File: src/design/gck_pkg.sv
`timescale 1ns / 1ps
`default_nettype none
// ----------------------------------------------------------------------------
// gck_pkg: shared types, constants and tables
// Sizes, control structs, state codes and the exp lookup tables used by the
// Gaussian cross-kernel cells, the kernel evaluator and the top level.
// ----------------------------------------------------------------------------
package gck_pkg;

    localparam int MAX_REF_ROWS  = 16;
    localparam int MAX_FEATURES  = 16;
    localparam int FEATURE_WIDTH = 16;

    localparam int FEAT_IDX_W = (MAX_FEATURES > 1) ? $clog2(MAX_FEATURES) : 1;
    localparam int ROW_IDX_W  = (MAX_REF_ROWS > 1) ? $clog2(MAX_REF_ROWS) : 1;
    localparam int ROW_CNT_W  = $clog2(MAX_REF_ROWS + 1);

    localparam int ACC_W  = 40;
    localparam int SQ_W   = 2 * FEATURE_WIDTH;
    localparam int BW_W   = 24;
    localparam int KV_W   = 16;
    localparam int ROW_W  = 4;
    localparam int NROW_W = 5;

    // configuration register indexes
    localparam logic CFG_NUM_REF_ROWS  = 1'b0;
    localparam logic CFG_INV_BANDWIDTH = 1'b1;

    // item kinds on s_tuser
    localparam logic OP_LOAD  = 1'b0;
    localparam logic OP_QUERY = 1'b1;

    localparam logic [NROW_W-1:0] NUM_ROWS_RESET = NROW_W'(16);
    localparam logic [BW_W-1:0]   INV_BW_RESET   = BW_W'(65536);

    typedef enum logic [1:0] {
        ST_IDLE,
        ST_SQUARE,
        ST_ACCUM,
        ST_DRAIN
    } gck_state_t;

    typedef struct packed {
        logic capture;
        logic square;
        logic accum;
        logic shift;
        logic clear;
    } gck_cell_ctrl_t;

    typedef struct packed {
        logic [ROW_W-1:0] row;
        logic             last;
    } gck_tag_t;

    typedef struct packed {
        logic             valid;
        logic [ACC_W-1:0] sq_sum;
        gck_tag_t         tag;
    } gck_kin_t;

    // exp(-k/8) in Q1.16, k = 0..8
    function automatic logic [16:0] frac_tab(input logic [3:0] k);
        logic [16:0] v;
        unique case (k)
            4'd0:    v = 17'd65536;
            4'd1:    v = 17'd57835;
            4'd2:    v = 17'd51039;
            4'd3:    v = 17'd45042;
            4'd4:    v = 17'd39750;
            4'd5:    v = 17'd35079;
            4'd6:    v = 17'd30957;
            4'd7:    v = 17'd27319;
            4'd8:    v = 17'd24109;
            default: v = 17'd0;
        endcase
        return v;
    endfunction

    // exp(-n) scaled by 2^20, n = 0..15
    function automatic logic [20:0] int_tab(input logic [3:0] n);
        logic [20:0] v;
        unique case (n)
            4'd0:  v = 21'd1048576;
            4'd1:  v = 21'd385750;
            4'd2:  v = 21'd141909;
            4'd3:  v = 21'd52206;
            4'd4:  v = 21'd19205;
            4'd5:  v = 21'd7065;
            4'd6:  v = 21'd2599;
            4'd7:  v = 21'd956;
            4'd8:  v = 21'd352;
            4'd9:  v = 21'd129;
            4'd10: v = 21'd48;
            4'd11: v = 21'd18;
            4'd12: v = 21'd6;
            4'd13: v = 21'd2;
            4'd14: v = 21'd1;
            4'd15: v = 21'd0;
            default: v = 21'd0;
        endcase
        return v;
    endfunction

endpackage
`default_nettype wire

File: src/design/gck_kernel.sv
`timescale 1ns / 1ps
`default_nettype none
// ----------------------------------------------------------------------------
// gck_kernel: exp(-distance * inv_bandwidth) evaluator
// Six-stage pipeline: split product, sum and range check, interpolation
// product, fraction value, integer scale, then the output beat register.
// ----------------------------------------------------------------------------
module gck_kernel (
    input  wire logic                      aclk,
    input  wire logic                      aresetn,
    input  wire logic [gck_pkg::BW_W-1:0]   inv_bw,
    input  wire gck_pkg::gck_kin_t         kin,
    output logic                           pipe_en,
    output logic                           m_tvalid,
    input  wire logic                      m_tready,
    output logic [23:0]                    m_tdata,  // ref_row[3:0], kernel_value[19:4]
    output logic                           m_tlast
);
    import gck_pkg::*;

    localparam int LO_W = ACC_W / 2;
    localparam int PP_W = LO_W + BW_W;
    localparam int P_W  = ACC_W + BW_W;

    logic              v1_reg, v2_reg, v3_reg, v4_reg, v5_reg;
    gck_tag_t          t1_reg, t2_reg, t3_reg, t4_reg, t5_reg;
    logic [PP_W-1:0]   pl_reg, ph_reg;
    logic              z2_reg, z3_reg, z4_reg, z5_reg;
    logic [3:0]        n2_reg, n3_reg;
    logic [2:0]        k2_reg;
    logic [12:0]       r2_reg;
    logic [16:0]       ftk3_reg;
    logic [25:0]       prod3_reg;
    logic [16:0]       e4_reg;
    logic [20:0]       it4_reg;
    logic [37:0]       kp5_reg;
    logic              out_valid_reg;
    logic [ROW_W-1:0]  out_row_reg;
    logic [KV_W-1:0]   out_kv_reg;
    logic              out_last_reg;

    logic [P_W-1:0]    p;
    logic [16:0]       ftd;
    logic [26:0]       rnd;
    logic [38:0]       kround;

    assign pipe_en = !out_valid_reg || m_tready;

    always_comb begin
        p = {ph_reg, {LO_W{1'b0}}} + {{(P_W-PP_W){1'b0}}, pl_reg};
        ftd = frac_tab({1'b0, k2_reg}) - frac_tab({1'b0, k2_reg} + 4'd1);
        rnd = {1'b0, prod3_reg} + 27'd4096;
        kround = {1'b0, kp5_reg} + 39'(1 << 20);
    end

    always_ff @(posedge aclk) begin
        if (!aresetn) begin
            v1_reg <= 1'b0;
            v2_reg <= 1'b0;
            v3_reg <= 1'b0;
            v4_reg <= 1'b0;
            v5_reg <= 1'b0;
            out_valid_reg <= 1'b0;
        end else if (pipe_en) begin
            v1_reg <= kin.valid;
            v2_reg <= v1_reg;
            v3_reg <= v2_reg;
            v4_reg <= v3_reg;
            v5_reg <= v4_reg;
            out_valid_reg <= v5_reg;
        end
    end

    always_ff @(posedge aclk) begin
        if (pipe_en) begin
            // split the 40-bit distance into two narrow products
            pl_reg <= kin.sq_sum[LO_W-1:0] * inv_bw;
            ph_reg <= kin.sq_sum[ACC_W-1:LO_W] * inv_bw;
            t1_reg <= kin.tag;

            z2_reg <= |p[P_W-1:36];
            n2_reg <= p[35:32];
            k2_reg <= p[31:29];
            r2_reg <= p[28:16];
            t2_reg <= t1_reg;

            ftk3_reg  <= frac_tab({1'b0, k2_reg});
            prod3_reg <= ftd[12:0] * r2_reg;
            n3_reg    <= n2_reg;
            z3_reg    <= z2_reg;
            t3_reg    <= t2_reg;

            e4_reg  <= ftk3_reg - {3'b000, rnd[26:13]};
            it4_reg <= int_tab(n3_reg);
            z4_reg  <= z3_reg;
            t4_reg  <= t3_reg;

            kp5_reg <= it4_reg * e4_reg;
            z5_reg  <= z4_reg;
            t5_reg  <= t4_reg;

            out_row_reg  <= t5_reg.row;
            out_last_reg <= t5_reg.last;
            out_kv_reg   <= z5_reg ? '0 : kround[36:21];
        end
    end

    assign m_tvalid = out_valid_reg;
    assign m_tdata  = {4'b0000, out_kv_reg, out_row_reg};
    assign m_tlast  = out_last_reg;

endmodule
`default_nettype wire

File: config.mk
export PLATFORM = sky130hd
export DESIGN_NAME = gck_kernel
export DESIGN_NICKNAME = d
export VERILOG_FILES = /design/src/design/gck_pkg.sv /design/src/design/gck_kernel.sv
export SDC_FILE = /design/constraint.sdc
export NUM_CORES = 2
export LEC_CHECK = 0
export BUFFER_PORTS_ARGS = -buffer_cell sky130_fd_sc_hd__buf_2
export CORE_ASPECT_RATIO = 1.4
export CORE_MARGIN = 2
export CORE_UTILIZATION = 40
export CTS_CLUSTER_DIAMETER = 150
export CTS_CLUSTER_SIZE = 8
export DETAILED_ROUTE_END_ITERATION = 12
export GPL_ROUTABILITY_DRIVEN = 0
export GPL_TIMING_DRIVEN = 1
export PLACE_DENSITY_LB_ADDON = 0.2
export RECOVER_POWER = 100
export SKIP_CTS_REPAIR_TIMING = 1
export SLEW_MARGIN = 10
export SYNTH_ARGS = -nofsm -noshare
export SYNTH_HDL_FRONTEND = slang
export SYNTH_SLANG_ARGS = --single-unit
File: constraint.sdc
create_clock -name aclk -period 11.7 [get_ports aclk]
set_input_delay 2.34 -clock aclk [delete_from_list [all_inputs] [get_ports aclk]]
set_output_delay 2.34 -clock aclk [all_outputs]
set_load 0.02 [all_outputs]
==> impl_summary.txt <==
----------------------------------------------------
[Floorplanning]
  Number of top-level pins ... 100
  Floorplan Core Area ... ~140000 sq um
  DIE WIDTH ... about 320 um
  Vert. Die Dim ... 451 um
  Initial Utilization ... 0.402
  Std cell rows ... 164
  Die footprint ... 146000 sq um

[Synthesis]
  Multiplexer share of the synthesized area ... 0.00322
  Synthesis warning total ... 0
  Biggest area contributors in the synthesized netlist ... fa_1 40%, ha_1 13%, edfxtp_1 12%
  Post-synthesis async set-or-reset flop share ... 0
  Main combinational cell family by area after synthesis ... adder cells
  Number of flip-flops and latches in the synthesized netlist ... about 240
  Share of synthesized cell area in and, or, nand and nor gates ... 0.161
  Library cell with the largest summed area after synthesis ... fa_1
  Top flip-flop cell by instance count after synthesis ... edfxtp_1
  Adder-cell area share of the yosys netlist ... 0.530
  Netlist area before placement ... approximately 57000 sq um
  Sequential-to-total area share from yosys stat ... 0.125
  Synthesized-area fraction occupied by ao, oa, aoi and oai cells ... 0.0525
  XOR/XNOR share of the synthesized area ... 0.0225
  Fraction of synthesized cell area taken by the top area cell type ... 0.404
  Cell variety after synth ... 77
  Synthesized instance count ... 6130
  Number of enable-type register cells in the synthesized netlist ... 226
  Mapped Avg Cell Area ... 9.32 sq um

[Route]
  Vias per std cell ... between 5 and 6
  Average wire per standard cell ... 18.2 um
  First-pass DRT Iterations ... 5
  DR vias ... 40257
  DR DRC count ... 0
  Violation count after the first detailed-routing iteration ... approximately 1700
  Sum of routed wire length over all layers ... 145000 um
  Number of nets still failing antenna checks after routing ... 0

[Global route]
  First-pass GRT wire length ... 235000 um
  GRT Overall Usage ... 0.204
  Number of antenna violations at the first check in global routing ... 13
  Largest net degree at the start of global routing ... 70
  Total congestion overflow after global routing ... 0
  Via count of the first global-routing pass ... 43891

[Timing]
  Pin slew with the least headroom to its limit ... 3.53 ns
  Clock period minus final worst setup slack ... 10.75 ns
  Final Hold Vio Count ... 0
  Setup TNS ... 0 ns
  Number of setup violations in the final report ... 0
  Skew final ... 0.0416 ns
  Max-slew headroom at the worst pin ... -1.36
  Fmax achieved ... between 0.09 and 0.1 GHz
  Post-route clock period utilization ... 0.919
  Setup repair after global routing missed its margin ... false
  Pins over their slew limit ... 272

[Final layout]
  Area growth, synth to finish ... 5.55%
  Layout Nets ... 7843
  Flip-flop count of the largest register, all copies and words added ... 44
  Share of final-layout standard cells stronger than drive strength 1 ... 0.0299

[Clock network]
  Clock sink count ... 244
  Root Buffer Master ... clkbuf_16
  CTS tree ... yes
  Clock slew seen by the registers of the worst setup and hold paths ... approximately 0.060 ns
  H-tree levels ... 2
  Number of buffers created by CTS ... 36
  Maximum clock insertion buffer count ... 3
  Clock Latency Late Sink ... about 0.57 ns

[Outcome]
  Result of the run ... finished, violations left
  Violated checks ... max-capacitance violations, max-slew violations

[Worst setup path]
  CP endpoint kind ... flip-flop
  Peak per-stage delay on the critical path ... 1.18 ns
  Arr. time, crit path ... 11.09 ns
  Data required time at the worst endpoint ... roughly 12 ns
  Category of the worst setup path launch point ... primary input
  Crit path max fanout ... 28
  Crit Path Class ... primary input to flip-flop
  Critical Path Slowest Stage Cell ... clkbuf_1

[Job]
  Number of max-cap violations ... 5

[Place]
  Buffers added on ports ... 95
  Placed wire-length estimate ... 116000 um

[Min path]
  Class of the tightest hold or removal check ... flip-flop to flip-flop

----------------------------------------------------
[kinds of logic (layout without fill, tap and decap cells)]
kind of cell | after synthesis | count (layout)
AOI/OAI and AO/OA | 459 | 459
xor gates and xnor gates | 147 | 147
adders and majority gates | 1727 | 1727
buffers and inverters | 1611 | 1533
DFF | 244 | 244
muxes | 17 | 17
other | 1 | 9
and+or+nand+nor | 1924 | 1924
[layout by cell type (no fill, tap or decap), types with 33 or more instances in the layout]
cell       netlist  layout
fa_1          1154    1154
nand2_1        983     983
buf_4            4      51
ha_1           573     573
inv_1         1330    1330
and2_1         516     507
xor2_1          55      55
o21ai_0         82      86
a21o_1          54      54
a21oi_1        134     134
nand3_1         51      51
clkbuf_16        0      37
nor3_1          39      39
xnor2_1         92      92
edfxtp_1       226     226
nor2_1         146     146
nor2b_1         33      33
clkbuf_1       274      39
buf_2            1      70
[per-layer routing]
metal | global-route usage | up-vias | routed length, um
met4 | 0.0630 | 18 | 4600
li1 | - | 18403 | -
met1 | 0.238 | 20847 | 56600
met3 | 0.0202 | 242 | 4930
met2 | 0.389 | 747 | 79000
met5 | 0 | - | 124
[final timing paths]
| path | startpoint | end | slack, ns | cells past startpoint |
|---|---|---|---|---|
| max | inv_bw[1] | ph_reg[39] | 0.95 | 27 |
| min | t5_reg[3] | out_row_reg[2] | 0.41 | 0 |
| max reg2reg | k2_reg[0] | prod3_reg[25] | 1.20 | 37 |
| min reg2reg | t5_reg[3] | out_row_reg[2] | 0.41 | 0 |
[cell usage after synthesis (6+ instances only)]
cell       instances
a21o_1            54
ha_1             573
o31ai_1           13
nand4_1           29
o22ai_1            7
and3_1            21
nand3_1           51
a21boi_0          19
nor3_1            39
or3_1             13
nand2b_1          29
or3b_2             8
o21ai_1            6
and2_1           516
inv_1           1330
a211oi_1          10
o211ai_1          12
nor2b_1           33
o21bai_1          19
edfxtp_1         226
o2111ai_1          7
nor4_1             7
o21ai_0           82
nor3b_1           21
nor2_1           146
xor2_1            55
or4_1              6
o21a_1            21
nand2_1          983
or2_2              8
a21oi_1          134
dfxtp_1           18
clkbuf_1         274
fa_1            1154
a31oi_1           13
xnor2_1           92
a311oi_1           6
mux2i_1           15
[layout make-up]
cell class	count	area, sq um
clock buffer	46	960
timing repair buffer	151	846
inverter	1332	5000
clock inverter	4	47.5
antenna	5	12.5
sequential	244	7150
multi-input combinational	4278	43900
tap	1909	2390
fill	14083	81900
[through the flow]
stage                      util  cell area, sq um  worst slack [ns]  instances  hold slack [ns]
final                     0.424             60300             0.946       7969            0.408
after global routing      0.424             60300             0.175       7965            0.410
after CTS                 0.425             60400              1.08       7964            0.406
after detailed placement  0.418             59400              1.15       7914            0.405
after global placement    0.418             59400              1.14       7914            0.400
after floorplan               -             57200              2.78       6133            0.400
[critical path: cells and delay by family]
family          cells  cell delay (ns)
compound gates      9             3.13
fa+ha+maj           8             2.97
buf+inv             7             2.08
simple gates        3             0.52
Power is not shown: default switching activity piles up to over one toggle a cycle in this logic, so the estimate is an artifact.
