### src/design/gck_pkg.sv
`timescale 1ns / 1ps
`default_nettype none
// ----------------------------------------------------------------------------
// gck_pkg: shared types, constants and tables
// Sizes, control structs, state codes and the exp lookup tables used by the
// Gaussian cross-kernel cells, the kernel evaluator and the top level.
// ----------------------------------------------------------------------------
package gck_pkg;

    localparam int MAX_REF_ROWS  = 16;
    localparam int MAX_FEATURES  = 16;
    localparam int FEATURE_WIDTH = 16;

    localparam int FEAT_IDX_W = (MAX_FEATURES > 1) ? $clog2(MAX_FEATURES) : 1;
    localparam int ROW_IDX_W  = (MAX_REF_ROWS > 1) ? $clog2(MAX_REF_ROWS) : 1;
    localparam int ROW_CNT_W  = $clog2(MAX_REF_ROWS + 1);

    localparam int ACC_W  = 40;
    localparam int SQ_W   = 2 * FEATURE_WIDTH;
    localparam int BW_W   = 24;
    localparam int KV_W   = 16;
    localparam int ROW_W  = 4;
    localparam int NROW_W = 5;

    // configuration register indexes
    localparam logic CFG_NUM_REF_ROWS  = 1'b0;
    localparam logic CFG_INV_BANDWIDTH = 1'b1;

    // item kinds on s_tuser
    localparam logic OP_LOAD  = 1'b0;
    localparam logic OP_QUERY = 1'b1;

    localparam logic [NROW_W-1:0] NUM_ROWS_RESET = NROW_W'(16);
    localparam logic [BW_W-1:0]   INV_BW_RESET   = BW_W'(65536);

    typedef enum logic [1:0] {
        ST_IDLE,
        ST_SQUARE,
        ST_ACCUM,
        ST_DRAIN
    } gck_state_t;

    typedef struct packed {
        logic capture;
        logic square;
        logic accum;
        logic shift;
        logic clear;
    } gck_cell_ctrl_t;

    typedef struct packed {
        logic [ROW_W-1:0] row;
        logic             last;
    } gck_tag_t;

    typedef struct packed {
        logic             valid;
        logic [ACC_W-1:0] sq_sum;
        gck_tag_t         tag;
    } gck_kin_t;

    // exp(-k/8) in Q1.16, k = 0..8
    function automatic logic [16:0] frac_tab(input logic [3:0] k);
        logic [16:0] v;
        unique case (k)
            4'd0:    v = 17'd65536;
            4'd1:    v = 17'd57835;
            4'd2:    v = 17'd51039;
            4'd3:    v = 17'd45042;
            4'd4:    v = 17'd39750;
            4'd5:    v = 17'd35079;
            4'd6:    v = 17'd30957;
            4'd7:    v = 17'd27319;
            4'd8:    v = 17'd24109;
            default: v = 17'd0;
        endcase
        return v;
    endfunction

    // exp(-n) scaled by 2^20, n = 0..15
    function automatic logic [20:0] int_tab(input logic [3:0] n);
        logic [20:0] v;
        unique case (n)
            4'd0:  v = 21'd1048576;
            4'd1:  v = 21'd385750;
            4'd2:  v = 21'd141909;
            4'd3:  v = 21'd52206;
            4'd4:  v = 21'd19205;
            4'd5:  v = 21'd7065;
            4'd6:  v = 21'd2599;
            4'd7:  v = 21'd956;
            4'd8:  v = 21'd352;
            4'd9:  v = 21'd129;
            4'd10: v = 21'd48;
            4'd11: v = 21'd18;
            4'd12: v = 21'd6;
            4'd13: v = 21'd2;
            4'd14: v = 21'd1;
            4'd15: v = 21'd0;
            default: v = 21'd0;
        endcase
        return v;
    endfunction

endpackage
`default_nettype wire

### src/design/gck_cell.sv
`timescale 1ns / 1ps
`default_nettype none
// ----------------------------------------------------------------------------
// gck_cell: one reference row
// Holds the row's stored features and its squared-distance accumulator.
// Accumulators hand off to the lower neighbor while results drain.
// ----------------------------------------------------------------------------
module gck_cell (
    input  wire logic                             aclk,
    input  wire logic                             aresetn,
    input  wire gck_pkg::gck_cell_ctrl_t          ctrl,
    input  wire logic                             active,
    input  wire logic                             wr_en,
    input  wire logic [gck_pkg::FEAT_IDX_W-1:0]    col,
    input  wire logic                             col_ok,
    input  wire logic [gck_pkg::FEATURE_WIDTH-1:0] value,
    input  wire logic                             miss,
    input  wire logic [gck_pkg::ACC_W-1:0]         acc_in,
    output logic      [gck_pkg::ACC_W-1:0]         acc_out
);
    import gck_pkg::*;

    localparam logic [FEATURE_WIDTH-1:0] SIGN_BIT = {1'b1, {(FEATURE_WIDTH-1){1'b0}}};

    logic [FEATURE_WIDTH:0]   store_reg [MAX_FEATURES];
    logic [FEATURE_WIDTH-1:0] mag_reg;
    logic                     add_reg;
    logic [SQ_W-1:0]          sq_reg;
    logic [ACC_W-1:0]         acc_reg;

    logic [FEATURE_WIDTH:0]   ent;
    logic [FEATURE_WIDTH-1:0] bx;
    logic [FEATURE_WIDTH-1:0] by;
    logic [FEATURE_WIDTH-1:0] mag_next;
    logic [ACC_W:0]           sum;
    logic [ACC_W-1:0]         acc_next;

    always_ff @(posedge aclk) begin
        if (wr_en) begin
            store_reg[col] <= {miss, value};
        end
    end

    always_comb begin
        ent = store_reg[col];
        // offset binary makes the magnitude an unsigned compare and subtract
        bx = value ^ SIGN_BIT;
        by = ent[FEATURE_WIDTH-1:0] ^ SIGN_BIT;
        mag_next = (bx >= by) ? (bx - by) : (by - bx);
        sum = {1'b0, acc_reg} + {{(ACC_W+1-SQ_W){1'b0}}, sq_reg};
    end

    always_ff @(posedge aclk) begin
        if (ctrl.capture) begin
            mag_reg <= mag_next;
            add_reg <= active && col_ok && !miss && !ent[FEATURE_WIDTH];
        end
        if (ctrl.square) begin
            sq_reg <= mag_reg * mag_reg;
        end
    end

    always_comb begin
        acc_next = acc_reg;
        priority if (ctrl.clear) begin
            acc_next = '0;
        end else if (ctrl.shift) begin
            acc_next = acc_in;
        end else if (ctrl.accum && add_reg) begin
            // saturate at full scale
            acc_next = sum[ACC_W] ? {ACC_W{1'b1}} : sum[ACC_W-1:0];
        end
    end

    always_ff @(posedge aclk) begin
        if (!aresetn) begin
            acc_reg <= '0;
        end else begin
            acc_reg <= acc_next;
        end
    end

    assign acc_out = acc_reg;

endmodule
`default_nettype wire

### config.mk
export PLATFORM = sky130hd
export DESIGN_NAME = gck_cell
export DESIGN_NICKNAME = d
export VERILOG_FILES = /design/src/design/gck_pkg.sv /design/src/design/gck_cell.sv
export SDC_FILE = /design/constraint.sdc
export NUM_CORES = 1
export LEC_CHECK = 0
export BUFFER_PORTS_ARGS = -buffer_cell sky130_fd_sc_hd__buf_4
export CAP_MARGIN = 20
export CORE_ASPECT_RATIO = 0.6
export CORE_MARGIN = 1
export CORE_UTILIZATION = 30
export CTS_CLUSTER_SIZE = 30
export DETAILED_ROUTE_END_ITERATION = 10
export SYNTH_ARGS = -nofsm -noshare
export SYNTH_HDL_FRONTEND = slang
export SYNTH_SLANG_ARGS = --single-unit
### constraint.sdc
create_clock -name aclk -period 8.2 [get_ports aclk]
set_clock_uncertainty 0.05 [all_clocks]
set_input_delay 0.82 -clock aclk [delete_from_list [all_inputs] [get_ports aclk]]
set_output_delay 0.82 -clock aclk [all_outputs]
set_load 0.1 [all_outputs]
==> results.sh, run 1 <==
export IMPL_largest_reg_flops=272
export IMPL_final_common_cell="edfxtp_1"
export IMPL_worstPathMaxFanout=19
export IMPL_synth_seq_cells=360
export IMPL_area_growth_pct=13.4
export IMPL_crit_path_end_kind="flip-flop"
export IMPL_ys_warn_count=0
export IMPL_htreeDepth=2
export IMPL_die_area_um2=81600
export IMPL_portBuffers=110
export IMPL_clockBufferDepth=3
export IMPL_worstSetupStartpointType="flip-flop"
export IMPL_synthFlopType="edfxtp_1"
export IMPL_dp_hpwl_um=44500
export IMPL_cpPeakStageDelay_ns=0.88
export IMPL_crit_chain="nand2_1 -> fa_1 -> inv_1 -> fa_1 -> fa_1 -> fa_1 -> fa_1 -> inv_1 -> fa_1 -> inv_1 -> ha_1 -> a21o_1 -> a21o_1 -> a21o_1 -> a2111oi_0 -> o21ai_0 -> a21boi_0 -> nor2_1 -> a21o_1 -> xor2_1"
export IMPL_num_rows=80
export IMPL_synth_seq_area_share=0.432
export IMPL_hold_buffers=0
export IMPL_clockRootBuffer="clkbuf_16"
export IMPL_crit_top_cell="fa_1"
export IMPL_ys_types=79
export IMPL_start_util=0.303
export IMPL_yosys_area_top_type="edfxtp_1"
export IMPL_finalHoldViolations=0
export IMPL_maxSlewViolCount=0
export IMPL_max_freq_mhz=144
export IMPL_crit_buf_inv=3
export IMPL_clk_pin_slew_worst_paths_ns=0.06
export IMPL_routed_via_density=5.02
export IMPL_final_cell_mix="edfxtp_1, inv_1, ha_1, fa_1, nand2_1"
export IMPL_synth_top_cell_area_share=0.398
export IMPL_cts_tree="built"
export IMPL_fillers=7765
export IMPL_relSlewSlack=0.327
export IMPL_syn_area_per_cell_um2=12.4
export IMPL_criticalPathCategory="flip-flop to flip-flop"
export IMPL_period_share=0.848
export IMPL_pin_count=111
export IMPL_finalWirelength_um=60600
export IMPL_crit_family="adder cells"
export IMPL_post_place_ws_ns=1.36
export IMPL_hold_start="acc_in[10]"
export IMPL_drt_first_pass_iters=6
export IMPL_grt_pass1_wl_um=93800
export IMPL_drtIter0Drc=1463
export IMPL_fin_tns_setup_ns=0
export IMPL_synth_edf_count=320
export IMPL_diodes=0
export IMPL_finalWeightedCongestion=0.894
export IMPL_worst_r2r_startpoint="mag_reg[14]"
export IMPL_route_detailed_drc=0
export IMPL_setup_viol=0
export IMPL_grt_start_max_net_pins=45
export IMPL_track_usage=0.147
export IMPL_ys_async_sr_fraction=0
export IMPL_synth_nets=2345
export IMPL_cts_resized=0
export IMPL_drv_cap=0
export IMPL_min_period_ns=6.95
export IMPL_core_um2=79500
export IMPL_stdcell_count=3133
export IMPL_post_cts_buffers=0
export IMPL_required_ns=8.45
export IMPL_crit_arrival_ns=7.20
export IMPL_synth_cells=1944
export IMPL_die_width_um=368
export IMPL_worst_slack_ns=1.25
export IMPL_tightest_slew_ns=1.01
export IMPL_wl_per_cell_um=19.3
export IMPL_nets=2440
export IMPL_hp_class="input pin to flip-flop"
export IMPL_clock_latency_ns=0.58
export IMPL_cts_buffers=38
export IMPL_cpMaxStageDelayCell="edfxtp_1"
export IMPL_final_antenna_net_count=0
export IMPL_cp_startpoint="mag_reg[14]"
export IMPL_first_global_vias=16000
export IMPL_die_y_um=222
export IMPL_synth_area_um2=24100
export IMPL_rsz0062_at_grt="no"
export IMPL_grt_remaining_overflow=0
export IMPL_antenna_found_initial=1
export IMPL_dp_cells=3065
export IMPL_numClockSinks=360
export IMPL_drive_above_1_share=0.159
export IMPL_synth_area_leaders="edfxtp_1, fa_1, ha_1"
export IMPL_outcome="completed"
export IMPL_num_vias=15700
## cell type report
type / instances / area, um2 / share of cell area
multi-input cells: 1221 / 12400 / 0.452
repair buffers: 133 / 1010 / 0.0370
flip-flops and latches: 360 / 10400 / 0.381
inverters: 285 / 1070 / 0.0391
clock buffers: 45 / 977 / 0.0357
well taps: 1066 / 1330 / 0.0488
clock inverters: 23 / 188 / 0.00686
## worst paths after layout
kind / end / slack, ns / cells after the start
setup / recovery: sq_reg[28] / 1.25 / 20
hold / removal: acc_out[10] / 0.45 / 3
setup reg to reg: sq_reg[28] / 1.25 / 20
hold reg to reg: acc_out[8] / 0.52 / 2
## routing by layer
metal	routed length (um)	global-route usage	vias to the layer above	part of all wire
met5	9	0	-	0.00015
met4	1150	0.0337	2	0.019
li1	-	-	7116	-
met3	5200	0.0330	85	0.086
met1	29300	0.226	7880	0.48
met2	24900	0.209	655	0.41
## cells by family after synthesis
group	count (synthesis)	share of synthesized area
simple gates	364	0.0725
buf+inv	363	0.0582
flops	360	0.432
compound gates	348	0.101
fa+ha+maj	330	0.222
mux	100	0.0858
xor+xnor	79	0.0287
## cell usage after synthesis, types with 4 or more instances
cell and n:
nor2b_1 9, ha_1 166, a211oi_2 10, o21a_1 11, o211ai_1 5, a31oi_1 16
a311oi_1 4, o221ai_1 17, o31ai_1 5, a31o_2 4, nand3_1 17, a21boi_0 4
a21oi_1 92, xor2_1 30, and2_1 39, nand2b_1 8, a21o_1 48, nand3b_1 6
buf_4 4, o21bai_1 12, or3_1 11, edfxtp_1 320, inv_1 285, a211oi_1 20
nand2_1 137, nand4_1 11, mux4_2 85, buf_1 8, dfxtp_1 40, or2_2 4
mux2_2 4, buf_2 15, and3_1 11, nor2_1 67, xnor2_1 49, o21ai_0 52
fa_1 164, clkbuf_1 50, nor3_1 29, mux2i_1 11
## per-stage QoR
| stage | area (um2) | hold WS, ns | utilization |
|---|---|---|---|
| after floorplan | 24100 | 0.389 | - |
| after global placement | 26200 | 0.493 | 0.329 |
| after detailed placement | 26200 | 0.519 | 0.329 |
| after CTS | 27300 | 0.414 | 0.344 |
| after global routing | 27300 | 0.448 | 0.344 |
| final | 27300 | 0.448 | 0.344 |
## worst reg2reg max path, delay by kind of cell, from the launching register on
kind | cells | cell delay [ns]
AO/OA/AOI/OAI | 7 | 1.79
XOR/XNOR | 1 | 0.15
adder cells (fa/ha/maj) | 7 | 3.37
buffers and inverters | 3 | 0.17
flip-flops | 1 | 0.88
AND/OR/NAND/NOR | 2 | 0.27
Power of run 1 is left out: the tool's default activity adds up to more than one toggle a clock period on the data nets, which glitch-free logic cannot reach.
==> run 2, diff against run 1 <==
==> constraint.sdc (replaced) <==
create_clock -name aclk -period 6.3 [get_ports aclk]
set_clock_uncertainty 0.05 [all_clocks]
set_input_delay 0.63 -clock aclk [delete_from_list [all_inputs] [get_ports aclk]]
set_output_delay 0.63 -clock aclk [all_outputs]
set_load 0.1 [all_outputs]
==> run 2 against run 1 <==
Compared with the run above:
- count of clock-buffer cells in the layout shrank 4
- design area increased by 3.1%
- critical endpoint is now sq_reg[31]
- sequential share of layout area is 1.2 points lower
- critical path depth unchanged
- non-clock buffer count is 82 higher
- utilization is 1.1 points higher
- cell count grew 2.6%
- sequential cell count did not move
- worst hold slack got worse by 0.17 ns
- maximum frequency up 11%
- largest cell class unchanged
- first-iteration DRC count fell by 14%
- global-route usage about the same
- critical path type unchanged
==> results.sh, run 2 (synthesized netlist as in run 1, its figures left out) <==
export IMPL_outcome="completed"
export IMPL_final_antenna_net_count=0
export IMPL_final_common_cell="edfxtp_1"
export IMPL_met3WireLength_um=4330
export IMPL_final_cell_mix="edfxtp_1, inv_1, buf_4, ha_1, fa_1"
export IMPL_drv_cap=0
export IMPL_dp_hpwl_um=45600
export IMPL_drt_first_pass_iters=5
export IMPL_cts_tree="built"
export IMPL_clock_latency_ns=0.57
export IMPL_rsz0062_at_grt="yes"
export IMPL_maxSlewViolCount=0
export IMPL_fillers=7761
export IMPL_clockBufferDepth=3
export IMPL_numClockSinks=360
export IMPL_clk_pin_slew_worst_paths_ns=0.06
export IMPL_area_growth_pct=16.9
export IMPL_finalHoldViolations=0
export IMPL_first_global_vias=16300
export IMPL_wl_met1_um=30100
export IMPL_num_vias=15800
export IMPL_max_freq_mhz=160
export IMPL_clockRootBuffer="clkbuf_16"
export IMPL_final_area_um2=28200
export IMPL_route_detailed_drc=0
export IMPL_portBuffers=110
export IMPL_num_rows=80
export IMPL_crit_path_end_kind="flip-flop"
export IMPL_antenna_found_initial=0
export IMPL_start_util=0.303
export IMPL_drive_above_1_share=0.201
export IMPL_required_ns=6.56
export IMPL_hp_class="input pin to flip-flop"
export IMPL_grt_start_max_net_pins=53
export IMPL_relSlewSlack=0.296
export IMPL_period_share=0.992
export IMPL_placed_area_um2=26700
export IMPL_pin_count=111
export IMPL_dr_wl_met2_um=24800
export IMPL_die_width_um=368
export IMPL_top_layer="met4"
export IMPL_finalWeightedCongestion=0.912
export IMPL_finalWirelength_um=60100
export IMPL_drtIter0Drc=1252
export IMPL_htreeDepth=2
export IMPL_worstPathMaxFanout=4
export IMPL_nets=2521
export IMPL_largest_reg_flops=272
export IMPL_setup_viol=0
export IMPL_grt_pass1_wl_um=94600
export IMPL_cts_buffers=37
export IMPL_criticalPathCategory="flip-flop to flip-flop"
export IMPL_core_um2=79500
export IMPL_routed_via_density=4.91
export IMPL_min_period_ns=6.25
export IMPL_crit_arrival_ns=6.51
export IMPL_utilization=0.355
export IMPL_grt_remaining_overflow=0
export IMPL_wl_per_cell_um=18.7
export IMPL_die_y_um=222
export IMPL_worstSetupStartpointType="flip-flop"
export IMPL_fin_hold_ws_ns=0.274
export IMPL_die_area_um2=81600
export IMPL_track_usage=0.148
export IMPL_tightest_slew_ns=1.06
run 2: cell count changes in the layout (fill, tap and decap cells not counted), moves of 3 or more:
cell,change
clkbuf_1,-5
a21oi_2,+4
buf_4,+72
a21oi_1,-4
nand2_1,-3
bufinv_16,+3
buf_8,+3
buf_6,+5
nand2_2,+3
run 2: timing repair:
action	4_1_cts	5_1_grt
buffers inserted	4	11
gates resized for setup	7	26
endpoints found under the setup margin	3	8
cloned	0	1
pin swaps	8	24
hold buffers	0	0
run 2: critical path, stage by stage (launching register included):
cell and delay, ns:
edfxtp_1 0.48, nand2_2 0.13, inv_2 0.05, fa_1 0.54, inv_2 0.04, fa_1 0.47
inv_1 0.05, fa_1 0.46, fa_1 0.56, fa_1 0.45, fa_1 0.58, ha_4 0.22
and3_4 0.16, a221o_1 0.32, a31o_2 0.25, a311oi_4 0.23, a21o_2 0.22, a31oi_4 0.09
or3_1 0.33, a31oi_1 0.20, xnor2_1 0.09
run 2: routing by layer:
layer,vias to the layer above,GRT usage
li1,7289,-
met1,7900,0.232
met2,522,0.212
met3,59,0.0245
met4,0,0.0281
met5,-,0
run 2: path summary, 6_finish.rpt:
kind / from / end / slack, ns / depth (start not counted)
min reg2reg: acc_out[8] / acc_out[8] / 0.54 / 2
max: mag_reg[10] / sq_reg[31] / 0.05 / 20
min: acc_in[10] / acc_out[10] / 0.27 / 3
max reg2reg: mag_reg[10] / sq_reg[31] / 0.05 / 20
run 2: metrics by stage:
| stage | setup TNS (ns) | setup WS (ns) | std cells |
|---|---|---|---|
| 2_1_floorplan | 0 | 0.00149 | 1944 |
| 3_3_place_gp | -0.0547 | -0.0547 | 3129 |
| 3_5_place_dp | -0.209 | -0.0819 | 3131 |
| 4_1_cts | 0 | 0.00530 | 3201 |
| 5_1_grt | -0.425 | -0.137 | 3213 |
| 6_report | 0 | 0.0513 | 3214 |
run 2: area by class of cell:
class | count | area, um2 | share of cell area
multi-input cells | 1221 | 12500 | 0.442
flip-flops and latches | 360 | 10400 | 0.369
repair buffers | 215 | 1680 | 0.0595
well taps | 1066 | 1330 | 0.0473
inverters | 285 | 1070 | 0.0379
clock buffers | 41 | 972 | 0.0345
clock inverters | 25 | 263 | 0.00932
diodes | 1 | 2.50 | 0.0000888
Power of run 2 is left out for the same reason.
